<file path="src/rtl/polygon_zone_edge_fade_unit_assert.svh">
// assertion macros for the polygon zone edge fade unit
`ifndef POLYGON_ZONE_EDGE_FADE_UNIT_ASSERT_SVH
`define POLYGON_ZONE_EDGE_FADE_UNIT_ASSERT_SVH
`ifndef SYNTH
`define PZEF_ASSERT_IMPLY(lbl, ck, rs, ante, cons) \
  lbl: assert property (@(posedge ck) disable iff (rs) (ante) |-> (cons)) \
    else $error("pzef assertion failed");
`define PZEF_ASSERT_NEXT(lbl, ck, rs, ante, cons) \
  lbl: assert property (@(posedge ck) disable iff (rs) (ante) |=> (cons)) \
    else $error("pzef assertion failed");
`else
`define PZEF_ASSERT_IMPLY(lbl, ck, rs, ante, cons)
`define PZEF_ASSERT_NEXT(lbl, ck, rs, ante, cons)
`endif
`endif

</file>
<file path="src/rtl/pzef_ram.sv">
// generic single write port ram with registered read
module pzef_ram #(
  parameter int WIDTH = 32,
  parameter int DEPTH = 64
) (
  input  logic                     clk,
  input  logic                     wr_en,
  input  logic [$clog2(DEPTH)-1:0] wr_addr,
  input  logic [WIDTH-1:0]         wr_data,
  input  logic [$clog2(DEPTH)-1:0] rd_addr,
  output logic [WIDTH-1:0]         rd_data
);

  logic [WIDTH-1:0] mem [DEPTH];

  always_ff @(posedge clk) begin
    if (wr_en) begin
      mem[wr_addr] <= wr_data;
    end
    rd_data <= mem[rd_addr];
  end

endmodule

</file>
<file path="config.mk">
export PLATFORM = sky130hd
export DESIGN_NAME = pzef_ram
export DESIGN_NICKNAME = d
export VERILOG_FILES = /design/src/rtl/polygon_zone_edge_fade_unit_assert.svh /design/src/rtl/pzef_ram.sv
export SDC_FILE = /design/constraint.sdc
export NUM_CORES = 2
export LEC_CHECK = 0
export BUFFER_PORTS_ARGS = -buffer_cell sky130_fd_sc_hd__buf_2
export CORE_UTILIZATION = 23
export CTS_CLUSTER_SIZE = 20
export DETAILED_ROUTE_END_ITERATION = 10
export PLACE_DENSITY = 0.48
export SETUP_SLACK_MARGIN = 0.05
export SLEW_MARGIN = 20
export SYNTH_ARGS = -nofsm -noshare
export SYNTH_HDL_FRONTEND = slang
export SYNTH_SLANG_ARGS = --single-unit
</file>
<file path="constraint.sdc">
create_clock -name clk -period 4.9 [get_ports clk]
set_input_delay 0.49 -clock clk [delete_from_list [all_inputs] [get_ports clk]]
set_output_delay 0.49 -clock clk [all_outputs]
set_load 0.02 [all_outputs]
</file>
* Word level (Yosys, flattened, before mapping)
Memories as Yosys holds them, arrays and structs flattened. A register that Yosys moved wholly into a read port is not among the register bits.
Index checks and enable logic that the tools add are counted.
** Word-level totals
- Bits in registers :: 0
- Bits in writable memories :: 2048
- Output and inout bits :: 32
- Memories :: 1
** Cells by class
- Mux-type cells :: 2
** Memory list
- mem :: words 64, width 32, read ports 1, clocked after Yosys merged registers in 1, write ports 1, line pzef_ram.sv:14 : logic [WIDTH-1:0] mem [DEPTH];
** Operators by type and width (number)
- two-way mux 1 bit :: 2

* Logic depth before layout (Yosys ltp)
- Depth after elaboration :: 2
- Gate-level depth with buffers :: 10
- Mapped depth without buffers :: 5

* Worst setup path before layout
Ideal clock, no wire load.
- Path type :: input-to-reg
- From :: input port wr_addr[3]
- To :: memory mem[48][0], enable pin
- Setup time :: 461 ps
- Arrival time :: 3189 ps
- Data required time :: 4439 ps
- Path slack :: 1250 ps
- Cell stages on the path :: 4
- Buffers on the path :: 1
- Cells stage by stage :: clkbuf_1 nor2b_1 nand4b_1 nor3_1
** RTL lines
- start: declaration :: line pzef_ram.sv:8 : input logic [$clog2(DEPTH)-1:0] wr_addr,
- end: declaration :: line pzef_ram.sv:14
No word-level cell before the write port.

==> out/metrics.cfg <==
[run]
drv_cap = 0

[floorplan]
initial_core_util = 0.231
die_h_um = 586
core_um2 = 340000
die_x_um = 586
dieArea_um2 = 344000
rows = 214
io_pins = 78

[layout]
area_growth_pct = 18.4
layout_common_cells = 2,048 x edfxtp_1, 544 x mux4_2, 217 x clkbuf_16
layout-drive-gt1-share = 0.317
final_area_um2 = 92900
fill_cells = 33400
layout_commonest_cell = edfxtp_1
nets = 3667
seqCellArea_um2 = 62100
multi_input_area_um2 = 16000

[global_route]
grt_usage = 0.129
grt_overflow = 0
grt_max_degree = 65
antenna_found_initial = 38
grt_pass1_vias = 38500
grt_pass1_wl_um = 311000

[worst_hold_path]
hp-start = wr_data[23]
hp-class = in -> reg

[place]
place_hpwl_um = 130000
placed_cell_area_um2 = 85800
gp_congestion = 0.751
port-buffer-count = 77

[timing]
hold_viol = 0
tightest_slew_ns = 1.11
maxSlewHeadroom = 0.262
fin_crit_sh = 0.649
finalSetupViolations = 0
min_period_ns = 3.18
rsz0062_at_grt = false
fin_skew_ns = 0.0293
fin_setup_tns_ns = 0
drv_slew = 0
max_freq_mhz = 314

[logic_synthesis]
synth-seq-cells = 2080
yosysTopAreaCellShare = 0.783
synthTopCellsByArea = edfxtp_1 78%, mux4_2 16%, mux2i_1 1.2%, dfxtp_1 0.82%, o22ai_1 0.67%
avgSynthCellArea_um2 = 23.6
netlist_area_um2 = 78500
synth_compound_area_frac = 0.0167
yosysUniqueCellTypes = 34
synthArstFlopShare = 0
synth_edf_count = 2048
synth_top_family_by_area = multiplexers
synth_mux_area_frac = 0.168
synthAdderAreaFrac = 0
yosys_warnings = 0
yosysTopAreaCell = edfxtp_1
ys.flop_type = edfxtp_1
syn_inst = 3324
syn_nets = 3370
ys_seq_area_frac = 0.791
synth_xor_area_frac = 0
synthSimpleGateAreaFrac = 0.0127

[clock_tree]
root_buffer = clkbuf_16
h-tree-depth = 4
hold_buffers = 0
ctsLongestPathBuffers = 3
numClockSinks = 2080
cts_tree = done
post_cts_resized = 0
post_cts_buffers = 0
clk_pin_slew_ns = 0.06
cts_buffers = 211
clk_latency_ns = 0.85

[drt]
dr_total_vias = 36800
top_layer = met5
vias_per_cell = 4.40
firstDrtPassIters = 9
finalWirelength_um = 223000
dr.first_iter.drc_count = 3709
wl_per_cell_um = 26.7
post-route-drc-count = 28
wl_met2_um = 109000
dr_wl_met3_um = 12400
wl_met1_um = 97400
ant_nets = 0

[setup_path]
cp_max_fo = 40
path_class = in -> reg
r2r-start = mem[31][1]$_DFFE_PP_
crit_arrival_ns = 3.84
startpoint = rd_addr[0]
cp-end-kind = flop
critPathLaunchType = input port
cp.required_ns = 5.56

[pwr]
peakVddDrop_v = 0.000413
power.leakage_nw = 28.2
powerDensity_nw_per_um2 = 409

[status]
status = finished, violations left
violations = design-rule violations

[flip-flops by register name, indices dropped and copies added, names as in the netlist]
signal	cells
mem	2048
rd_data	32
[cell usage after synthesis (15+ instances only)]
cell and number:
a21oi_1 62, buf_2 57, mux2i_1 93, dfxtp_1 32, buf_1 21, mux4_2 544, nor2_1 137, edfxtp_1 2048
clkbuf_1 74, o221ai_1 27, buf_4 25, nor2b_1 15, nand2_1 26, o22ai_1 84
[worst max-delay path, stage by stage]
cell and delay [ns]:
buf_8 0.50, buf_12 0.38, buf_12 0.36, buf_4 0.37, mux2i_1 0.26, a22oi_1 0.11, and3_1 0.21, o32ai_1 0.87
nor3_1 0.13
[routing by layer]
metal	up-vias	GRT usage
met5	-	0
met4	10	0.0282
met3	287	0.0231
met2	1051	0.212
met1	20500	0.176
li1	14900	-
[stage by stage]
stage | cells | total power [mW] | util | setup WS, ns | hold slack [ns]
3_5_place_dp | 7943 | 22.1 | 0.253 | 0.745 | 0.772
3_3_place_gp | 7943 | 22.1 | 0.253 | 0.700 | 0.778
5_1_grt | 8343 | 39.1 | 0.273 | 1.65 | 0.0500
4_1_cts | 8339 | 38.4 | 0.273 | 1.66 | 0.0845
6_report | 8352 | 38.0 | 0.274 | 1.72 | 0.0874
2_1_floorplan | 3324 | 21.1 | - | 1.25 | 0.589
[cell families (layout without fill, tap and decap cells)]
| family | Yosys count | in the layout |
|---|---|---|
| flip-flops | 2080 | 2080 |
| multiplexers | 637 | 637 |
| AND/OR/NAND/NOR | 223 | 223 |
| AO/OA/AOI/OAI | 202 | 202 |
| buffers and inverters | 182 | 662 |
| other | 0 | 12 |
[where the power goes]
group,leakage [nW],total (mW),switching (mW),internal [mW]
combinational,6.03,1.86,1.18,0.681
clock,3.45,16.4,6.86,9.51
sequential,18.7,19.8,0.102,19.7
total,28.2,38.0,8.15,29.9
[final timing paths]
kind,cells after the start,slack (ns),end
max,9,1.72,rd_data[20]$_DFF_P_
min,1,0.09,mem[11][23]$_DFFE_PP_
max reg2reg,4,2.44,rd_data[1]$_DFF_P_
min reg2reg,4,0.79,rd_data[17]$_DFF_P_
[layout make-up]
type                            count  area share
Antenna cell                       12    0.000323
Clock buffer                      276      0.0626
Clock inverter                    120      0.0131
Multi-Input combinational cell   1062       0.172
Sequential cell                  2080       0.669
Tap cell                         4536      0.0611
Timing Repair Buffer              266      0.0223
Note: power is estimated with default switching activity, not from simulation.
