<file path="config.mk">
export PLATFORM = sky130hd
export DESIGN_NAME = pzef_lmul
export DESIGN_NICKNAME = d
export VERILOG_FILES = /design/src/rtl/polygon_zone_edge_fade_unit_assert.svh /design/src/rtl/pzef_pkg.sv /design/src/rtl/pzef_lmul.sv
export SDC_FILE = /design/constraint.sdc
export NUM_CORES = 1
export LEC_CHECK = 0
export BUFFER_PORTS_ARGS = -buffer_cell sky130_fd_sc_hd__buf_2
export CORE_MARGIN = 3
export CORE_UTILIZATION = 55
export CTS_CLUSTER_SIZE = 40
export DETAILED_ROUTE_END_ITERATION = 6
export HOLD_SLACK_MARGIN = 0.05
export PLACE_DENSITY = 0.72
export RECOVER_POWER = 100
export SYNTH_ARGS = -nofsm -noshare
export SYNTH_HDL_FRONTEND = slang
export SYNTH_SLANG_ARGS = --single-unit
export TNS_END_PERCENT = 100
</file>
<file path="constraint.sdc">
create_clock -name clk -period 20.7 [get_ports clk]
set_input_delay 2.07 -clock clk [delete_from_list [all_inputs] [get_ports clk]]
set_output_delay 2.07 -clock clk [all_outputs]
set_load 0.01 [all_outputs]
</file>
<file path="src/rtl/polygon_zone_edge_fade_unit_assert.svh">
// assertion macros for the polygon zone edge fade unit
`ifndef POLYGON_ZONE_EDGE_FADE_UNIT_ASSERT_SVH
`define POLYGON_ZONE_EDGE_FADE_UNIT_ASSERT_SVH
`ifndef SYNTH
`define PZEF_ASSERT_IMPLY(lbl, ck, rs, ante, cons) \
  lbl: assert property (@(posedge ck) disable iff (rs) (ante) |-> (cons)) \
    else $error("pzef assertion failed");
`define PZEF_ASSERT_NEXT(lbl, ck, rs, ante, cons) \
  lbl: assert property (@(posedge ck) disable iff (rs) (ante) |=> (cons)) \
    else $error("pzef assertion failed");
`else
`define PZEF_ASSERT_IMPLY(lbl, ck, rs, ante, cons)
`define PZEF_ASSERT_NEXT(lbl, ck, rs, ante, cons)
`endif
`endif

</file>
<file path="src/rtl/pzef_pkg.sv">
// shared types and constants of the polygon zone edge fade unit
package pzef_pkg;

  localparam int MAX_POINTS = 64;
  localparam int ADDR_W     = $clog2(MAX_POINTS);
  localparam int COORD_W    = 32;
  localparam int COUNT_W    = 7;
  localparam int LM_A_W     = 130;
  localparam int LM_B_W     = 66;
  localparam int LM_P_W     = LM_A_W + LM_B_W;

  localparam logic [16:0] WEIGHT_ONE = 17'd65536;

  typedef enum logic [1:0] {
    REG_Z_MIN       = 2'd0,
    REG_Z_MAX       = 2'd1,
    REG_EDGE_FADE   = 2'd2,
    REG_POINT_COUNT = 2'd3
  } cfg_reg_t;

  typedef enum logic {
    FUNC_LOAD  = 1'b0,
    FUNC_QUERY = 1'b1
  } func_t;

  typedef struct packed {
    logic                      func;
    logic [5:0]                vertex_index;
    logic signed [COORD_W-1:0] coord_x;
    logic signed [COORD_W-1:0] coord_y;
    logic signed [COORD_W-1:0] coord_z;
  } item_t;

  typedef struct packed {
    logic [16:0] weight;
    logic        inside_res;
  } result_t;

  typedef struct packed {
    logic              start;
    logic [LM_A_W-1:0] a;
    logic [LM_B_W-1:0] b;
  } lm_req_t;

  typedef struct packed {
    logic              done;
    logic [LM_P_W-1:0] p;
  } lm_rsp_t;

endpackage

</file>
<file path="src/rtl/pzef_lmul.sv">
// bit-serial shift-add long multiplier
module pzef_lmul import pzef_pkg::*; (
  input  logic    clk,
  input  logic    rst,
  input  lm_req_t req,
  output lm_rsp_t rsp
);

  logic              busy;
  logic [LM_P_W-1:0] acc;
  logic [LM_P_W-1:0] ash;
  logic [LM_B_W-1:0] bsh;

  always_ff @(posedge clk) begin
    if (rst) begin
      busy <= 1'b0;
    end else if (req.start) begin
      busy <= 1'b1;
      acc  <= '0;
      ash  <= {{LM_B_W{1'b0}}, req.a};
      bsh  <= req.b;
    end else if (busy) begin
      if (bsh == '0) begin
        busy <= 1'b0;
      end else begin
        if (bsh[0]) begin
          acc <= acc + ash;
        end
        ash <= {ash[LM_P_W-2:0], 1'b0};
        bsh <= {1'b0, bsh[LM_B_W-1:1]};
      end
    end
  end

  assign rsp.done = busy && (bsh == '0);
  assign rsp.p    = acc;

endmodule
</file>
# After elaboration in Yosys (flattened, before gate mapping)
# Cells that the tools add are included.
[word_totals]
input_bits = 199
ramBits = 0
n_memories = 0
mem_bits_ro = 0
regBits = 459
latch_bits = 0
word_cells = 26
[op_classes]
multipliers = 0
n_addsub = 1
div = 0
reduce_logical = 6
shift = 0
bitwise = 1
magnitude_cmp = 0
n_eq_ne = 1
n_mux = 12
[ops]
columns = ["operator", "count"]
rows = [
  ["$mux 196", 5],
  ["$mux 66", 3],
  ["$add 196x196->196", 1],
  ["$mux 130", 1],
  ["$logic_not 66->1", 1],
  ["$reduce_and 4->1", 1],
  ["$reduce_bool 2->1", 2],
  ["$mux 1", 3],
  ["$reduce_and 3->1", 1],
  ["$ne 2x2->1 const B", 1],
  ["$logic_and 1x1->1", 1],
  ["$not 1->1", 1],
]

# Longest topological paths before layout
[depth]
ltp_word = 4
mapped_depth = 14
mapped_depth_nobuf = 14

# Worst setup path before layout
# Ideal clock, no wire load.
[synth_timing]
kind = "input to register"
from = "input port req[196] (netlist name)"
to = "register acc[0] (enable)"
slack_ns = 1.670
t_required_ns = 20.126
t_arrival_ns = 18.457
path_buffers = 2
cell_stages = 5
cell_sequence = "clkbuf_1 clkbuf_1 a21oi_1 nor2_1 o21a_1"
[synth_via]
elab_chain_cells = 2
elab_cells_between_ends = 4
classes_between = "1 x eq/ne; 3 x reduce/logical"
[synth_lines]
columns = ["element", "line_no", "rtl"]
rows = [
  ["start: declaration", "pzef_lmul.sv:5", "input lm_req_t req,"],
  ["$ne 2x2->1 (no line) / $reduce_bool 2->1 (equally long branches)", "n/a", ""],
  ["$reduce_and 4->1 (no line) *", "n/a", ""],
  ["end signal: assignment", "pzef_lmul.sv:27", "acc <= acc + ash;"],
  ["end: declaration", "pzef_lmul.sv:10", "logic [LM_P_W-1:0] acc;"],
]
# Every way passes the cells marked *; elsewhere a longest branch is shown, timed or not.
# A chain may end at the register's enable or synchronous reset.

# Worst setup path in the final report
[layout_timing]
from = "input port req[196] (netlist name)"
to = "register acc[136] (enable)"
# Same word-level chain as after synthesis.

==> metrics.md <==
| Metric | Value |
|---|---|
| Status | finished, violations left |
| Failing checks | capacitance limit, slew limit |
| EDFF count, synth | 458 |
| Synth top area cells | edfxtp_1 (44%), ha_1 (7.7%), mux2_2 (7.0%), a21oi_1 (5.6%), nor2_1 (4.7%) |
| Power density over the cells | between 80 and 90 nW/µm² |
| Clk sinks | 459 |
| CTS tree | done |
| # rows | 87 |
| Ys async rst share | 0% |
| Number of vias per cell | about 6.3 |
| Combinational fraction of design power | between 20 and 30% |
| Most common cell on crit path | clkbuf_1 |
| Max Slew Vio Count | 662 |
| Initial antenna violation count | 4 |
| First-pass GRT wire length | ~150 mm |
| Dpl cells | ~4300 |
| Clk pwr share | roughly 30% |
| Worst Path Required | 20.80 ns |
| H-tree lvl count | 2 |
| VDD IR-drop max | 0.0760 mV |
| Worst Path Buf+Inv | 2 |
| CP Max Fanout | 71 |
| Worst-Margin Slew | 4.28 ns |
| Initial core utilization | roughly 56% |
| Wire per inst | between 20 and 25 µm |
| Post-cts resize count | 0 |
| Clock Latency Late Sink | 0.62 ns |
| Net Sw Frac | 33.6% |
| Largest family of logic cells by synthesized area | compound AO/OA/AOI/OAI gates |
| Seq cells post-synth | approximately 460 |
| Yosys warns | 0 |
| Clock buffers created by TritonCTS | 50 |
| Hold Slack | slightly above 0.5 ns |
| Worst Path Arrival | 12.04 ns |
| Max-cap violations | 10 |
| Syn Nets | 3653 |
| HPWL after DPL | around 78 mm |
| Synthesis-to-layout area growth | 12.0% |
| Leakage | roughly 13 nW |
| Drt total wl | 99.3 mm |
| Die X | 246 µm |
| Unrepaired setup endpoints after global routing | no |
| DR pass1 iterations | 5 |
| Die Area | 60300 µm² |
| Worst hold path class | reg -> reg |
| Proportion of synthesized area in mux cells | 7.02% |
| Clk root buf | clkbuf_16 |
| Crit path cell chain | clkbuf_1, a21oi_1, nor2_1, o21a_1, clkbuf_1 |
| Setup violations, final | 0 |
| Switching power | 0.973 mW |
| Vias | 27400 |
| Vias in the first global route | 26800 |
| Syn Inst Count | 3258 |
| Grt ovf | 0 |
| Min Clock Period, post-route | 11.94 ns |
| Most frequent cell after synthesis | edfxtp_1 |
| Ys flop type | edfxtp_1 |
| Cell internal pwr | 1.92 mW |
| Slew headroom | -185% |
| Post-synth top cells | edfxtp_1 (458), nor2_1 (396), a21oi_1 (356) |
| Worst Setup Path Type | in -> reg |
| Core Region | between 50000 and 60000 µm² |
| Yosys top cell area share | between 40% and 50% |
| Non-filler cells, final | 4376 |
| CP delay by family, top | buffers and inverters |
| Mean Syn Cell Area | 9.69 µm² |
| DRC viols | 0 |
| TNS Setup | 0 ns |
| Max Root-Sink Buffers | 3 |
| Synthesized cell area | 31600 µm² |
| Critical Path Slowest Stage Cell | clkbuf_1 |
| Final worst-path cycle share | 57.7% |
| Post-CTS Hold Buffers | 0 |
| I/O pins | just under 400 |
| Simple-gate share of the synthesized area | between 10% and 20% |
| Final core utilization | around 63% |
| # nets final | between 3000 and 4000 |
| Top achievable clock speed | 83.7 MHz |
| Crit path launch type | input port |
| Reg clk slew, reported paths | 0.06 ns |
| Final Hold Fails | 0 |
| Sequential share of power | 40.7% |
| Netlist cell types | 78 |
| Postcts setup bufs | 0 |
| Post-Synth XOR/XNOR Area | 5.10% |
| Largest net degree at the start of global routing | 158 |
| Initial DRC Count | 2390 |
| Share of layout cells above drive strength 1 | ~14% |
| Skew final | 0.0328 ns |
| Port buffer count | 395 |
| Leading area contributor after synthesis | edfxtp_1 |
| Sequential area share after synthesis | about 44% |
| Gpl congestion | about 1.0 |
| Antenna viol nets, final | 0 |
| Crit-path max cell delay | 3.04 ns |
| Adder-cell share of the synthesized area | roughly 7.8% |
| Total track usage | 32.0% |
| Post-synthesis compound-gate area fraction | 18.0% |
| Crit path capture type | flop |
| Die Ht | 246 µm |
logic make-up (layout without fill, tap and decap cells):
family / count (synthesis) / in the layout
xor+xnor: 184 / 184
buf+inv: 208 / 568
other cells: 0 / 2
flops: 459 / 459
simple gates: 1085 / 1085
fa+ha+maj: 196 / 196
mux: 197 / 197
compound gates: 929 / 929
per-layer routing:
layer | vias to the layer above | global-route usage (%) | share of wire, %
li1 | 12800 | - | -
met1 | 13200 | 44.2 | 43
met2 | 1195 | 49.8 | 44
met3 | 203 | 7.89 | 9.6
met4 | 4 | 10.1 | 3.3
met5 | - | 0 | 0.024
sequential cells by signal, indices dropped and copies added, names as in the netlist:
register	flops
bsh	66
ash	196
acc	196
busy	1
worst min-delay path: stages, from the launching register on:
cell,delay (ns)
dfxtp_1,0.32
a21oi_1,0.07
nor2_1,0.07
power by group through the flow:
stage	Clock, mW	Sequential [mW]	Combinational [mW]
after detailed placement	0	1.19	0.828
after global placement	0	1.19	0.819
after CTS	0.884	1.17	0.833
after global routing	0.917	1.19	0.921
after floorplan	0	1.20	0.566
final	0.870	1.18	0.844
cells in the final DEF, fill, tap and decap left out, drive strengths merged, types with 7 or more instances in the layout:
cell type and instances:
edfxtp 458, or3 21, nor4 33, clkbuf 263, nor2 398, nand3 28, o21bai 73, a21boi 21
and2 11, a211oi 20, nand2 275, clkinv 24, nand4 114, o21a 40, o211ai 16, a21o 72
ha 195, nand2b 11, a221oi 7, o31ai 12, o21ai 230, inv 73, a21oi 357, o221ai 10
mux2 196, xor2 68, nor3 63, and4 9, buf 204, or2 11, a31oi 16, nor2b 85
xnor2 116
final cells by class:
class                   count  area [µm²]
fillers                  4924       21200
multi-input cells        2591       17000
flip-flops and latches    459       13800
repair buffers            409        1820
clock buffers              58        1280
well taps                 756         946
clock inverters            31         270
inverters                  70         263
diodes                      2        5.00
stage by stage:
step                power [mW]  setup WS, ns  instance area (µm²)
detailed placement        2.02         14.70                34100
global route              3.02          7.86                35400
finish                    2.89          8.76                35400
floorplan                 1.77          1.67                31600
global placement          2.01         14.87                34100
CTS                       2.89         15.36                35700
final timing paths:
check / start / to / slack [ns] / cells after the start
worst min register to register: busy / busy / 0.51 / 2
worst max-delay path: req[196] / acc[136] / 8.76 / 5
worst min-delay path: busy / busy / 0.51 / 2
worst max register to register: bsh[64] / acc[136] / 12.03 / 8
No activity file was read; power rests on OpenSTA's default activity.
